--- src/rtl/core/dgr_pkg.sv ---
package dgr_pkg;

   localparam int unsigned XW = 4;
   localparam int unsigned YW = 3;
   localparam int unsigned IW = 4;
   localparam int unsigned NW = 5;
   localparam int unsigned DW = 13;

   localparam logic [1:0] OP_PLACE = 2'd0;
   localparam logic [1:0] OP_GOAL  = 2'd1;
   localparam logic [1:0] OP_RUN   = 2'd2;
   localparam logic [1:0] OP_SPARE = 2'd3;

   localparam logic [0:0] CSR_ACTIVE   = 1'b0;
   localparam logic [0:0] CSR_FEEDBACK = 1'b1;

   localparam logic [DW-1:0] FAR_DIST = 13'd6000;

   typedef enum logic [2:0] {
      ST_IDLE,
      ST_COMMIT,
      ST_CHOOSE,
      ST_EMIT
   } state_type;

   typedef struct packed {
      logic load;
      logic write_place;
      logic write_goal;
      logic clr_idx;
      logic do_commit;
      logic do_choose;
      logic do_emit;
   } cmd_type;

   typedef struct packed {
      logic idx_last;
      logic none;
   } sts_type;

endpackage

--- src/rtl/core/dgr_ctrl.sv ---
module dgr_ctrl (
   input  logic             clock,
   input  logic             reset,
   input  logic             start,
   input  logic [1:0]       op,
   input  dgr_pkg::sts_type sts,
   output logic             busy,
   output dgr_pkg::cmd_type cmd
);
   import dgr_pkg::*;

   state_type state_ff, state_in;
   logic      take;

   assign take = start && !busy;

   always_ff @(posedge clock) begin
      if (reset) begin
         state_ff <= ST_IDLE;
      end else begin
         state_ff <= state_in;
      end
   end

   always_comb begin
      state_in = state_ff;
      unique case (state_ff)
         ST_IDLE: begin
            if (take && op == OP_RUN && !sts.none) state_in = ST_COMMIT;
         end
         ST_COMMIT: begin
            if (sts.idx_last) state_in = ST_CHOOSE;
         end
         ST_CHOOSE: begin
            if (sts.idx_last) state_in = ST_EMIT;
         end
         ST_EMIT: begin
            if (sts.idx_last) state_in = ST_IDLE;
         end
         default: state_in = ST_IDLE;
      endcase
   end

   always_comb begin
      cmd  = '0;
      busy = 1'b1;
      unique case (state_ff)
         ST_IDLE: begin
            busy            = 1'b0;
            cmd.load        = take && op == OP_RUN;
            cmd.write_place = take && op == OP_PLACE;
            cmd.write_goal  = take && op == OP_GOAL;
            cmd.clr_idx     = 1'b1;
         end
         ST_COMMIT: begin
            cmd.do_commit = 1'b1;
            cmd.clr_idx   = sts.idx_last;
         end
         ST_CHOOSE: begin
            cmd.do_choose = 1'b1;
            cmd.clr_idx   = sts.idx_last;
         end
         ST_EMIT: cmd.do_emit = 1'b1;
         default: busy = 1'b1;
      endcase
   end
endmodule

--- src/rtl/core/dgr_path.sv ---
module dgr_path #(
   parameter int unsigned GRID_W     = 16,
   parameter int unsigned GRID_H     = 8,
   parameter int unsigned DROP_SLOTS = 16
) (
   input  logic                     clock,
   input  logic                     reset,
   input  dgr_pkg::cmd_type         cmd,
   output dgr_pkg::sts_type         sts,
   input  logic [4:0]               active_drops,
   input  logic                     feedback_enable,
   input  logic [3:0]               drop_index,
   input  logic [3:0]               cell_x,
   input  logic [2:0]               cell_y,
   input  logic [63:0]              feedback_low,
   input  logic [63:0]              feedback_high,
   output logic                     out_valid,
   output logic [3:0]               out_drop,
   output logic [3:0]               out_next_x,
   output logic [2:0]               out_next_y,
   output logic                     out_moving,
   output logic                     any_running,
   output logic                     last
);
   import dgr_pkg::*;

   localparam int unsigned SW = (DROP_SLOTS > 1) ? $clog2(DROP_SLOTS) : 1;

   logic [XW-1:0] pos_x_ff [DROP_SLOTS];
   logic [YW-1:0] pos_y_ff [DROP_SLOTS];
   logic [XW-1:0] nxt_x_ff [DROP_SLOTS];
   logic [YW-1:0] nxt_y_ff [DROP_SLOTS];
   logic [XW-1:0] goal_x_ff [DROP_SLOTS];
   logic [YW-1:0] goal_y_ff [DROP_SLOTS];
   logic [DROP_SLOTS-1:0] pend_ff;
   logic [127:0]  map_ff;
   logic [SW-1:0] idx_ff;
   logic [NW-1:0] n_ff;
   logic          any_ff;
   logic [NW-1:0] n_in;
   logic [XW-1:0] cx, px, nx, gx;
   logic [YW-1:0] cy, py, ny, gy;
   logic          idx_ok;
   logic          commit;
   logic          away;
   logic          rt, lt, up, dn;
   logic [DW-1:0] d_rt, d_lt, d_up, d_dn, best1, best2;
   logic          pick_lt, pick_up, pick_dn;

   function automatic logic free_at(logic [127:0] m, int x, int y);
      if (x < 0 || x >= int'(GRID_W) || y < 0 || y >= int'(GRID_H)) return 1'b1;
      return m[{y[2:0], x[3:0]}];
   endfunction

   function automatic logic open_at(logic [127:0] m, int x, int y, int dx, int dy);
      logic ok;
      ok = 1'b1;
      for (int k = -1; k <= 1; k++) begin
         ok = ok & free_at(m, (dx != 0) ? x + dx : x + k, (dy != 0) ? y + dy : y + k);
      end
      return ok;
   endfunction

   function automatic logic [DW-1:0] sqd(int x, int y, int tx, int ty);
      int s;
      s = (x - tx) * (x - tx) + (y - ty) * (y - ty);
      return DW'(s);
   endfunction

   assign n_in   = (active_drops > NW'(DROP_SLOTS)) ? NW'(DROP_SLOTS) : active_drops;
   assign cx     = ({1'b0, cell_x} >= (XW+1)'(GRID_W)) ? XW'(GRID_W - 1) : cell_x;
   assign cy     = ({1'b0, cell_y} >= (YW+1)'(GRID_H)) ? YW'(GRID_H - 1) : cell_y;
   assign idx_ok = {1'b0, drop_index} < (IW+1)'(DROP_SLOTS);

   assign px = pos_x_ff[idx_ff];
   assign py = pos_y_ff[idx_ff];
   assign nx = nxt_x_ff[idx_ff];
   assign ny = nxt_y_ff[idx_ff];
   assign gx = goal_x_ff[idx_ff];
   assign gy = goal_y_ff[idx_ff];

   assign sts.none     = (n_in == '0);
   assign sts.idx_last = (NW'(idx_ff) + NW'(1)) == n_ff;

   assign commit = !feedback_enable ||
                   ((px != nx || py != ny) && map_ff[{py, px}] && !map_ff[{ny, nx}]);

   assign away = (px != gx) || (py != gy);

   always_comb begin
      rt = (int'(px) < int'(GRID_W) - 1) && open_at(map_ff, int'(px) + 1, int'(py), 1, 0);
      lt = (px != '0) && open_at(map_ff, int'(px) - 1, int'(py), -1, 0);
      up = (py != '0) && open_at(map_ff, int'(px), int'(py) - 1, 0, -1);
      dn = (int'(py) < int'(GRID_H) - 1) && open_at(map_ff, int'(px), int'(py) + 1, 0, 1);
      d_rt = sqd(int'(px) + 1, int'(py), int'(gx), int'(gy));
      d_lt = sqd(int'(px) - 1, int'(py), int'(gx), int'(gy));
      d_up = sqd(int'(px), int'(py) - 1, int'(gx), int'(gy));
      d_dn = sqd(int'(px), int'(py) + 1, int'(gx), int'(gy));
      best1   = rt ? d_rt : FAR_DIST;
      pick_lt = lt && (d_lt < best1);
      best1   = pick_lt ? d_lt : best1;
      pick_up = up && (d_up < best1);
      best2   = pick_up ? d_up : best1;
      pick_dn = dn && (d_dn < best2);
   end

   always_ff @(posedge clock) begin
      if (reset) begin
         pend_ff <= '0;
         idx_ff  <= '0;
         n_ff    <= '0;
         any_ff  <= 1'b0;
         for (int i = 0; i < int'(DROP_SLOTS); i++) begin
            pos_x_ff[i] <= '0; pos_y_ff[i] <= '0;
            nxt_x_ff[i] <= '0; nxt_y_ff[i] <= '0;
            goal_x_ff[i] <= '0; goal_y_ff[i] <= '0;
         end
      end else begin
         if (cmd.clr_idx) idx_ff <= '0;
         else idx_ff <= idx_ff + SW'(1);
         if (cmd.write_place && idx_ok) begin
            pos_x_ff[drop_index[SW-1:0]] <= cx;
            pos_y_ff[drop_index[SW-1:0]] <= cy;
            nxt_x_ff[drop_index[SW-1:0]] <= cx;
            nxt_y_ff[drop_index[SW-1:0]] <= cy;
            pend_ff[drop_index[SW-1:0]]  <= 1'b0;
         end
         if (cmd.write_goal && idx_ok) begin
            goal_x_ff[drop_index[SW-1:0]] <= cx;
            goal_y_ff[drop_index[SW-1:0]] <= cy;
         end
         if (cmd.load) begin
            map_ff <= {feedback_high, feedback_low};
            n_ff   <= n_in;
            any_ff <= 1'b0;
         end
         if (cmd.do_commit && commit) begin
            pos_x_ff[idx_ff] <= nx;
            pos_y_ff[idx_ff] <= ny;
            pend_ff[idx_ff]  <= 1'b0;
         end
         if (cmd.do_choose) begin
            any_ff <= any_ff | away;
            if (away && !pend_ff[idx_ff]) begin
               priority if (pick_dn) begin
                  nxt_y_ff[idx_ff] <= py + YW'(1); nxt_x_ff[idx_ff] <= px;
                  pend_ff[idx_ff] <= 1'b1;
               end else if (pick_up) begin
                  nxt_y_ff[idx_ff] <= py - YW'(1); nxt_x_ff[idx_ff] <= px;
                  pend_ff[idx_ff] <= 1'b1;
               end else if (pick_lt) begin
                  nxt_x_ff[idx_ff] <= px - XW'(1); nxt_y_ff[idx_ff] <= py;
                  pend_ff[idx_ff] <= 1'b1;
               end else if (rt) begin
                  nxt_x_ff[idx_ff] <= px + XW'(1); nxt_y_ff[idx_ff] <= py;
                  pend_ff[idx_ff] <= 1'b1;
               end
            end
         end
      end
   end

   assign out_valid   = cmd.do_emit;
   assign out_drop    = IW'(idx_ff);
   assign out_next_x  = nx;
   assign out_next_y  = ny;
   assign out_moving  = pend_ff[idx_ff];
   assign any_running = any_ff;
   assign last        = sts.idx_last;
endmodule

--- src/rtl/core/droplet_grid_router_step.sv ---
// Droplet router for a GRID_W x GRID_H electrode grid. A transaction is taken
// when start is high and busy is low. Place and goal transactions give no
// result. A run transaction for N active droplets (at most DROP_SLOTS, 16 by
// default) has a sequencer walk the droplet table once to commit moves, once
// to choose steps, and once to emit results, one droplet per cycle.
// Results appear on rsp_ ports for one cycle each, flagged by rsp_valid, in
// droplet order with rsp_last on the final one; the receiver cannot stall.
module droplet_grid_router_step #(
   parameter int unsigned GRID_W     = 16,
   parameter int unsigned GRID_H     = 8,
   parameter int unsigned DROP_SLOTS = 16
) (
   input  logic        clock,
   input  logic        reset,
   input  logic        start,
   output logic        busy,
   input  logic [1:0]  req_op,
   input  logic [3:0]  req_drop_index,
   input  logic [3:0]  req_cell_x,
   input  logic [2:0]  req_cell_y,
   input  logic [63:0] req_feedback_low,
   input  logic [63:0] req_feedback_high,
   output logic        rsp_valid,
   output logic [3:0]  rsp_out_drop,
   output logic [3:0]  rsp_out_next_x,
   output logic [2:0]  rsp_out_next_y,
   output logic        rsp_out_moving,
   output logic        rsp_any_running,
   output logic        rsp_last,
   input  logic        csr_we,
   input  logic [0:0]  csr_index,
   input  logic [4:0]  csr_wdata
);
   import dgr_pkg::*;

   cmd_type    cmd;
   sts_type    sts;
   logic [4:0] active_ff;
   logic       fb_ff;

   // Hold configuration; the user must write it only while idle (not enforced here).
   always_ff @(posedge clock) begin
      if (reset) begin
         active_ff <= '0;
         fb_ff     <= 1'b0;
      end else if (csr_we) begin
         unique case (csr_index)
            CSR_ACTIVE:   active_ff <= csr_wdata;
            CSR_FEEDBACK: fb_ff     <= csr_wdata[0];
            default:      fb_ff     <= fb_ff;
         endcase
      end
   end

   dgr_ctrl u_ctrl (
      .clock (clock),
      .reset (reset),
      .start (start),
      .op    (req_op),
      .sts   (sts),
      .busy  (busy),
      .cmd   (cmd)
   );

   dgr_path #(
      .GRID_W     (GRID_W),
      .GRID_H     (GRID_H),
      .DROP_SLOTS (DROP_SLOTS)
   ) u_path (
      .clock           (clock),
      .reset           (reset),
      .cmd             (cmd),
      .sts             (sts),
      .active_drops    (active_ff),
      .feedback_enable (fb_ff),
      .drop_index      (req_drop_index),
      .cell_x          (req_cell_x),
      .cell_y          (req_cell_y),
      .feedback_low    (req_feedback_low),
      .feedback_high   (req_feedback_high),
      .out_valid       (rsp_valid),
      .out_drop        (rsp_out_drop),
      .out_next_x      (rsp_out_next_x),
      .out_next_y      (rsp_out_next_y),
      .out_moving      (rsp_out_moving),
      .any_running     (rsp_any_running),
      .last            (rsp_last)
   );
endmodule
--- config.mk ---
export PLATFORM = sky130hd
export DESIGN_NAME = droplet_grid_router_step
export DESIGN_NICKNAME = d
export VERILOG_FILES = /design/src/rtl/core/dgr_pkg.sv /design/src/rtl/core/dgr_ctrl.sv /design/src/rtl/core/dgr_path.sv /design/src/rtl/core/droplet_grid_router_step.sv
export SDC_FILE = /design/constraint.sdc
export NUM_CORES = 1
export LEC_CHECK = 0
export ABC_AREA = 1
export BUFFER_PORTS_ARGS = -buffer_cell sky130_fd_sc_hd__buf_2
export CORE_MARGIN = 10
export CORE_UTILIZATION = 30
export CTS_CLUSTER_SIZE = 40
export DETAILED_ROUTE_END_ITERATION = 12
export GPL_ROUTABILITY_DRIVEN = 0
export PLACE_DENSITY = 0.45
export SETUP_SLACK_MARGIN = 0.1
export SYNTH_ARGS = -nofsm -noshare
export SYNTH_HDL_FRONTEND = slang
export SYNTH_SLANG_ARGS = --single-unit
--- constraint.sdc ---
create_clock -name clock -period 25 [get_ports clock]
set_input_delay 5 -clock clock [delete_from_list [all_inputs] [get_ports clock]]
set_output_delay 5 -clock clock [all_outputs]
set_load 0.005 [all_outputs]
==> results.txt, run 1 <==
* Residual DRC: 0
- Synth Flop Type: sky130_fd_sc_hd__edfxtp_1
- Final setup violation count: 0
- The cell that appears most often on the critical path is sky130_fd_sc_hd__nand2_1.
* Area of the die: 154500 um2
* Hold buffer count at cts: 0
- Maximum net fanout on the critical path: 73
* Hold Slack: 0.4780 ns
- Clock-pin slew was measured on the worst setup and hold paths at 0.07 ns.
- In this run the register-to-register setup slack is 6.72 ns.
- In this run the core area contains 136 standard-cell rows.
- The top cell types in the final layout, fill and taps aside, are sky130_fd_sc_hd__nand2_1, sky130_fd_sc_hd__nor2_1, sky130_fd_sc_hd__inv_1.
* Post-synth EDFFs: 464
- Setup fix buffers added after clock tree synthesis: 0
- Pin placement for this block handled 167 I/O pins.
- The pre-antenna-repair detailed-routing pass consisted of 8 iterations.
* Detail-routed net length per standard cell: 20.85 um
* Startpoint Class: flop
- Minimum clock period after layout: 18.28 ns
- The number of nets in the synthesized netlist is 5746.
* Clock tree from TritonCTS: done
- On the worst path, the slowest cell contributes a delay of 0.86 ns.
* Die extent in y: 393.0 um
* Cells after synthesis: 5072
* Area growth syn-to-layout: 10.11%
- Static timing analysis puts the maximum clock frequency at 54.70 MHz.
- Wire length of the first global-routing pass: 217.2 mm
* Unrepaired setup endpoints after global routing: no
- Portion of synthesized cell area occupied by the leading cell type: 33.38%
- Worst path slowest cell: sky130_fd_sc_hd__nor2_2
- Cell type contributing the most total cell area after synthesis: sky130_fd_sc_hd__edfxtp_1
* Post-synthesis register bit count: 498
* Max-capacitance violation count: 0
- Transition time at the pin with the least slew margin: 1.238 ns
- Number of design-rule violations left by the first detailed-router iteration: 3180
* Critical path start-end classification: reg -> reg
- Count of buffers inserted at the top-level ports: 166
- Number of antenna violations at the first check in global routing: 2
- Sequential-to-total area share from yosys stat: 35.01%
- For this run, asynchronously set or reset flops after synthesis account for 0%.
- By area the synthesized netlist is led by sky130_fd_sc_hd__edfxtp_1, sky130_fd_sc_hd__fa_1, sky130_fd_sc_hd__nand2_1, sky130_fd_sc_hd__ha_1, sky130_fd_sc_hd__nor2_1.
- STA classifies the critical path endpoint as a flop.
* Required arrival time at the worst endpoint: 25.35 ns
- Floorplan Core Area: 137800 um2
* Worst clock skew: 0.06044 ns
- Cells with a size suffix above 1 make up 8.789% of the layout.
- The run finished with clean final reports.
- CTS Buffer Depth: 3
* Clk_lat worst skew: 0.66 ns
* Maximum number of pins on one net before global-route repair: 223
- Initial core utilization: 30.29%
- Overflow left after global routing: 0
- Number of global-route vias before repair: 34190
* Most frequent standard cell in the layout excluding fill and tap cells: sky130_fd_sc_hd__nand2_1
* Synth Area per Inst: 8.230 um2
- Post-Route WL: 144.9 mm
* Final sum of negative setup slack: 0 ns
- The clock net in this run drives a total of 498 sinks.
- Final count of pins violating max slew: 0
* Max-slew headroom: 16.61%
- Across every metal layer, demand over resource in global routing totals 18.29%.
- Post-synth cell types: 63
* Period utilisation layout: 73.12%
- Horizontal extent of the die: 393.0 um
* CP Data Arrival Time: 18.63 ns
* CTS Root Cell: sky130_fd_sc_hd__clkbuf_16
- NumNets Final: 5786
* Via density per instance: 5.021
- Post-CTS repair changed the size of 0 cells.
- Post-detailed-placement half-perimeter wirelength: 109.2 mm
- Number of vias in the routed layout: 34888
- The count of nets left with antenna violations once routing finished came out at 0.
* TritonCTS Buffers: 55
- Summing every instance area after synthesis gives 41740 um2.
- Yosys warning count: 0
* Final hold violations: 0
* Tightest Hold Check Type: reg -> reg
- Number of H-tree branching levels: 2
## kinds of logic after synthesis
family | synth area share (%)
other | 0.01799
buffers and inverters | 9.295
AOI/OAI and AO/OA | 10.60
adders and majority gates | 19.53
DFF | 35.01
muxes | 0.04796
and+or+nand+nor | 22.57
xor gates and xnor gates | 2.925
## final timing paths
check,startpoint,to,cells past startpoint
setup reg to reg,u_path.out_drop[0]$_SDFF_PP0_,u_path.nxt_x_ff[10][1]$_SDFFCE_PN0P_,78
setup / recovery,u_path.out_drop[0]$_SDFF_PP0_,u_path.nxt_x_ff[10][1]$_SDFFCE_PN0P_,78
hold reg to reg,active_ff[2]$_SDFFE_PP0P_,u_path.n_ff[2]$_SDFFE_PP0P_,2
hold / removal,active_ff[2]$_SDFFE_PP0P_,u_path.n_ff[2]$_SDFFE_PP0P_,2
## Yosys cell counts, types with 34 or more instances
master,count
sky130_fd_sc_hd__xnor2_1,51
sky130_fd_sc_hd__xor2_1,80
sky130_fd_sc_hd__inv_1,657
sky130_fd_sc_hd__fa_1,214
sky130_fd_sc_hd__a21oi_1,130
sky130_fd_sc_hd__nor2_1,664
sky130_fd_sc_hd__edfxtp_1,464
sky130_fd_sc_hd__buf_4,38
sky130_fd_sc_hd__o21ai_0,327
sky130_fd_sc_hd__nor3_1,121
sky130_fd_sc_hd__buf_2,95
sky130_fd_sc_hd__nand3_1,258
sky130_fd_sc_hd__o211ai_1,81
sky130_fd_sc_hd__clkbuf_1,79
sky130_fd_sc_hd__o21ai_1,86
sky130_fd_sc_hd__o22ai_1,61
sky130_fd_sc_hd__nand2_2,37
sky130_fd_sc_hd__nand2_1,1031
sky130_fd_sc_hd__ha_1,309
sky130_fd_sc_hd__dfxtp_1,34
## layout make-up
type                       count  area, um2
clock buffer                  65       1454
timing repair buffer         223       1271
clock inverter                34      504.2
fill                       14615      91870
multi-input combinational   3650      23290
antenna                        1      2.502
tap                         1794       2245
inverter                     684       2570
sequential                   498      14620
## flip-flops by register name (all words and copies together) (netlist names)
signal	count
u_path.pos_y_ff	48
u_path.nxt_x_ff	64
u_path.out_drop	4
u_ctrl.state_ff	2
active_ff	5
u_path.goal_y_ff	48
u_path.goal_x_ff	64
u_path.nxt_y_ff	48
u_path.map_ff	128
u_path.any_running	1
u_path.pos_x_ff	64
u_path.n_ff	5
fb_ff	1
u_path.pend_ff	16
## per-stage QoR
stage / utilization (%) / worst slack [ns] / instance area [um2] / std cells
finish: 33.35 / 6.720 / 45960 / 6949
global route: 33.34 / 5.173 / 45960 / 6948
CTS: 33.34 / 6.667 / 45960 / 6948
detailed placement: 31.92 / 6.748 / 44000 / 6849
global placement: 31.92 / 6.931 / 44000 / 6849
floorplan: - / 9.314 / 41740 / 5072
## critical path: cells and delay by family (launching register included)
family	cells	cell delay, ns
AOI/OAI and AO/OA	23	4.07
xor gates and xnor gates	2	0.59
adders and majority gates	14	5.55
buffers and inverters	12	2.43
DFF	1	0.35
and+or+nand+nor	27	4.81
## routing by layer
layer / GRT usage [%] / up-vias / part of all wire (%)
met3: 3.173 / 131 / 7.3
met1: 26.12 / 16912 / 46
li1: - / 16741 / -
met2: 28.85 / 1104 / 45
met5: 0 / - / 0
met4: 3.761 / 0 / 2.0
Power of run 1 is not shown: default switching activity piles up to over one toggle a cycle in this logic, so the estimate is an artifact.
==> run 2: changes to the inputs <==
Settings changed: ABC_AREA 1 to 0, PLACE_DENSITY 0.45 to 0.46.
Clock period 25 ns to 15 ns, I/O delays scaled along.
==> results.txt, run 2 <==
* Post-Route WL: 151.0 mm
- Setup violations remaining at the end of the flow were counted as 240.
- In this run the remaining antenna-violating nets after routing total 0.
- The setup check on the worst reg-to-reg path leaves a slack of -1.16 ns.
- Portion of synthesized cell area occupied by the leading cell type: 31.99%
* Cell Count Post-Placement: 6316
* TritonCTS Buffers: 57
- The count of cells in the finished layout, fillers not included, comes to 6458.
* Dominant combinational cell family by area after synthesis: adder cells
- Floorplan Core Area: 144000 um2
- TritonCTS built the clock tree.
- After detailed routing, the average wire length per cell comes to 23.38 um.
- CTS Buffer Depth: 3
* Maximum number of pins on one net before global-route repair: 71
- Maximum net fanout on the critical path: 8
- Hold Slack: 0.5475 ns
- Transition time at the pin with the least slew margin: 1.159 ns
- Counting every net in the synthesized netlist gives 4682.
* Residual DRC: 0
- Horizontal extent of the die: 401.0 um
- Across all layers, the routed design uses 33482 vias.
* Run status: complete, but fails checks
* Most flop-heavy register: u_path.map_ff
- Clock skew on the completed layout was measured at 0.03136 ns.
* Num ports: 167
* Pre-antenna DRT Iters: 6
* Number of antenna violations at the first check in global routing: 6
* Sequential-to-total area share from yosys stat: 33.55%
* Commonest cells post-synth: sky130_fd_sc_hd__nand2_1, sky130_fd_sc_hd__edfxtp_1, sky130_fd_sc_hd__inv_1
- The register with the most flip-flops in the layout has 128 of them.
- Count of buffers inserted at the top-level ports: 166
* Post-synth EDFFs: 464
* Violated checks: setup timing
* Fraction of registers with async set/reset: 0%
- The synthesized design spends more area on one cell type than any other, namely sky130_fd_sc_hd__edfxtp_1.
* CTS sink cnt: 498
- Initial core utilization: 30.25%
* Final hold violations: 0
- In the routed layout, each cell is associated on average with a via count of 5.185.
- CP max stage delay: 0.59 ns
- Global routing finished with a remaining overflow of 0.
* Number of global-route vias before repair: 33684
- Max-slew headroom: 21.93%
- Simple-gate share of the synthesized area: 13.40%
* Post-route setup slack: -1.165 ns
- Synth Flop Type: sky130_fd_sc_hd__edfxtp_1
* Minimum clock period after layout: 16.16 ns
- Data on the critical path is required at its endpoint by 15.41 ns.
* Number of design-rule violations left by the first detailed-router iteration: 3131
- In the final layout, the share of cells above drive strength 1 is 26.53%.
- Post-synthesis register bit count: 498
* Post-synth cell types: 104
* Area growth syn-to-layout: 21.78%
* XOR/XNOR share of the synthesized area: 2.660%
- By instance count, the leading cell after synthesis is sky130_fd_sc_hd__nand2_1.
- STA classifies the critical path startpoint as a flop.
- Fraction of the mapped netlist area in adder cells: 18.74%
- Wire length of the first global-routing pass: 225.7 mm
- Based on the critical path, the design can be clocked at up to 61.86 MHz.
- In the final design database the tool counted 5180 nets.
- In the finished design, the share of the clock period the worst path needs comes to 107.8%.
- The die covers 160800 um2.
- Counting the fill cells in the layout gives 14337.
- At the later pin of the worst-skew pair, clock insertion delay measures 0.67 ns.
- The floorplan has 139 rows.
* Mux cell area share after synthesis: 17.28%
* Yosys warning count: 0
* Cells after synthesis: 4008
* Top cells by area, synth: sky130_fd_sc_hd__edfxtp_1, sky130_fd_sc_hd__mux4_2, sky130_fd_sc_hd__fa_1, sky130_fd_sc_hd__ha_1, sky130_fd_sc_hd__mux2i_1
- For the worst setup path, the data arrival time is 16.58 ns.
- The synthesized netlist devotes 8.121% of its cell area to compound gates.
- Library cell appearing most often on the critical path: sky130_fd_sc_hd__o21a_1
* Post-synth design cell area: 43550 um2
- Synth Area per Inst: 10.87 um2
* Tightest Hold Check Type: reg -> reg
- Critical path start-end classification: reg -> reg
- Setup repair after global routing could not meet its margin everywhere.
- Global-route usage over all layers: 18.26%
- Max-cap violations in this run came to 0.
- CTS Root Cell: sky130_fd_sc_hd__clkbuf_16
- Kind of end point of the critical path: flop
- Register clock-pin slew on the reported worst setup and hold paths: 0.06 ns
* Worst path slowest cell: sky130_fd_sc_hd__mux4_2
* Top library cells by usage in the layout, fill and taps aside: sky130_fd_sc_hd__edfxtp_1, sky130_fd_sc_hd__nand2_1, sky130_fd_sc_hd__buf_4
- Most frequent standard cell in the layout excluding fill and tap cells: sky130_fd_sc_hd__edfxtp_1
- Final count of pins violating max slew: 0
* Post-detailed-placement half-perimeter wirelength: 115.4 mm
- In this run the number of H-tree levels came out at 2.
- Die extent in y: 401.0 um
-- run 2: worst paths after layout --
path | start | end | cells after the start
setup / recovery | u_path.out_drop[0]$_SDFF_PP0_ | u_path.nxt_y_ff[1][2]$_SDFFCE_PN0P_ | 77
hold / removal | u_path.n_ff[1]$_SDFFE_PP0P_ | u_path.n_ff[1]$_SDFFE_PP0P_ | 2
setup reg to reg | u_path.out_drop[0]$_SDFF_PP0_ | u_path.nxt_y_ff[1][2]$_SDFFCE_PN0P_ | 77
hold reg to reg | u_path.n_ff[1]$_SDFFE_PP0P_ | u_path.n_ff[1]$_SDFFE_PP0P_ | 2
-- run 2: kinds of logic after synthesis --
group / count (synthesis)
buffers and inverters: 637
DFF: 498
muxes: 496
AOI/OAI and AO/OA: 486
other: 2
xor gates and xnor gates: 129
and+or+nand+nor: 1236
adders and majority gates: 524
-- run 2: worst max-delay path: cells and delay by family (launching register included) --
family | cells | cell delay [ns]
adders and majority gates | 17 | 5.98
AOI/OAI and AO/OA | 32 | 5.30
buffers and inverters | 14 | 1.40
muxes | 3 | 1.39
and+or+nand+nor | 9 | 1.06
DFF | 1 | 0.38
xor gates and xnor gates | 2 | 0.33
-- run 2: area by class of cell --
cell class	count	area, um2	share of cell area, %
Timing Repair Buffer	663	5172	9.752
Antenna cell	1	2.502	0.004718
Sequential cell	498	14630	27.58
Inverter	413	1564	2.949
Multi-Input combinational cell	2873	27350	51.57
Clock inverter	43	489.2	0.9223
Clock buffer	64	1453	2.739
Tap cell	1903	2381	4.489
-- run 2: repair_timing --
action | 4_1_cts | 5_1_grt
gates cloned | 3 | 1
pin swaps | 81 | 36
endpoints found under the setup margin | 240 | 240
hold buffers | 0 | 0
hold endpoints to repair | 0 | 0
setup buffers | 20 | 10
resized for setup | 85 | 94
-- run 2: through the flow --
| stage | util (%) | worst slack, ns | instance area (um2) | TNS, ns |
|---|---|---|---|---|
| after CTS | 36.50 | -1.125 | 52560 | -235.71 |
| final | 36.83 | -1.165 | 53040 | -248.23 |
| after global placement | 34.65 | -1.623 | 49890 | -362.84 |
| after global routing | 36.83 | -1.925 | 53040 | -424.51 |
| after floorplan | - | -1.616 | 44190 | -303.56 |
| after detailed placement | 34.65 | -1.778 | 49890 | -401.99 |
-- run 2: routing by layer --
layer / vias to the layer above / GRT usage (%) / share of wire [%]
met1: 16821 / 26.13 / 46
met2: 1144 / 29.03 / 45
met5: - / 0 / 0.040
met4: 8 / 4.256 / 2.5
met3: 188 / 2.552 / 6.2
li1: 15321 / - / -
Power of run 2 is left out for the same reason.
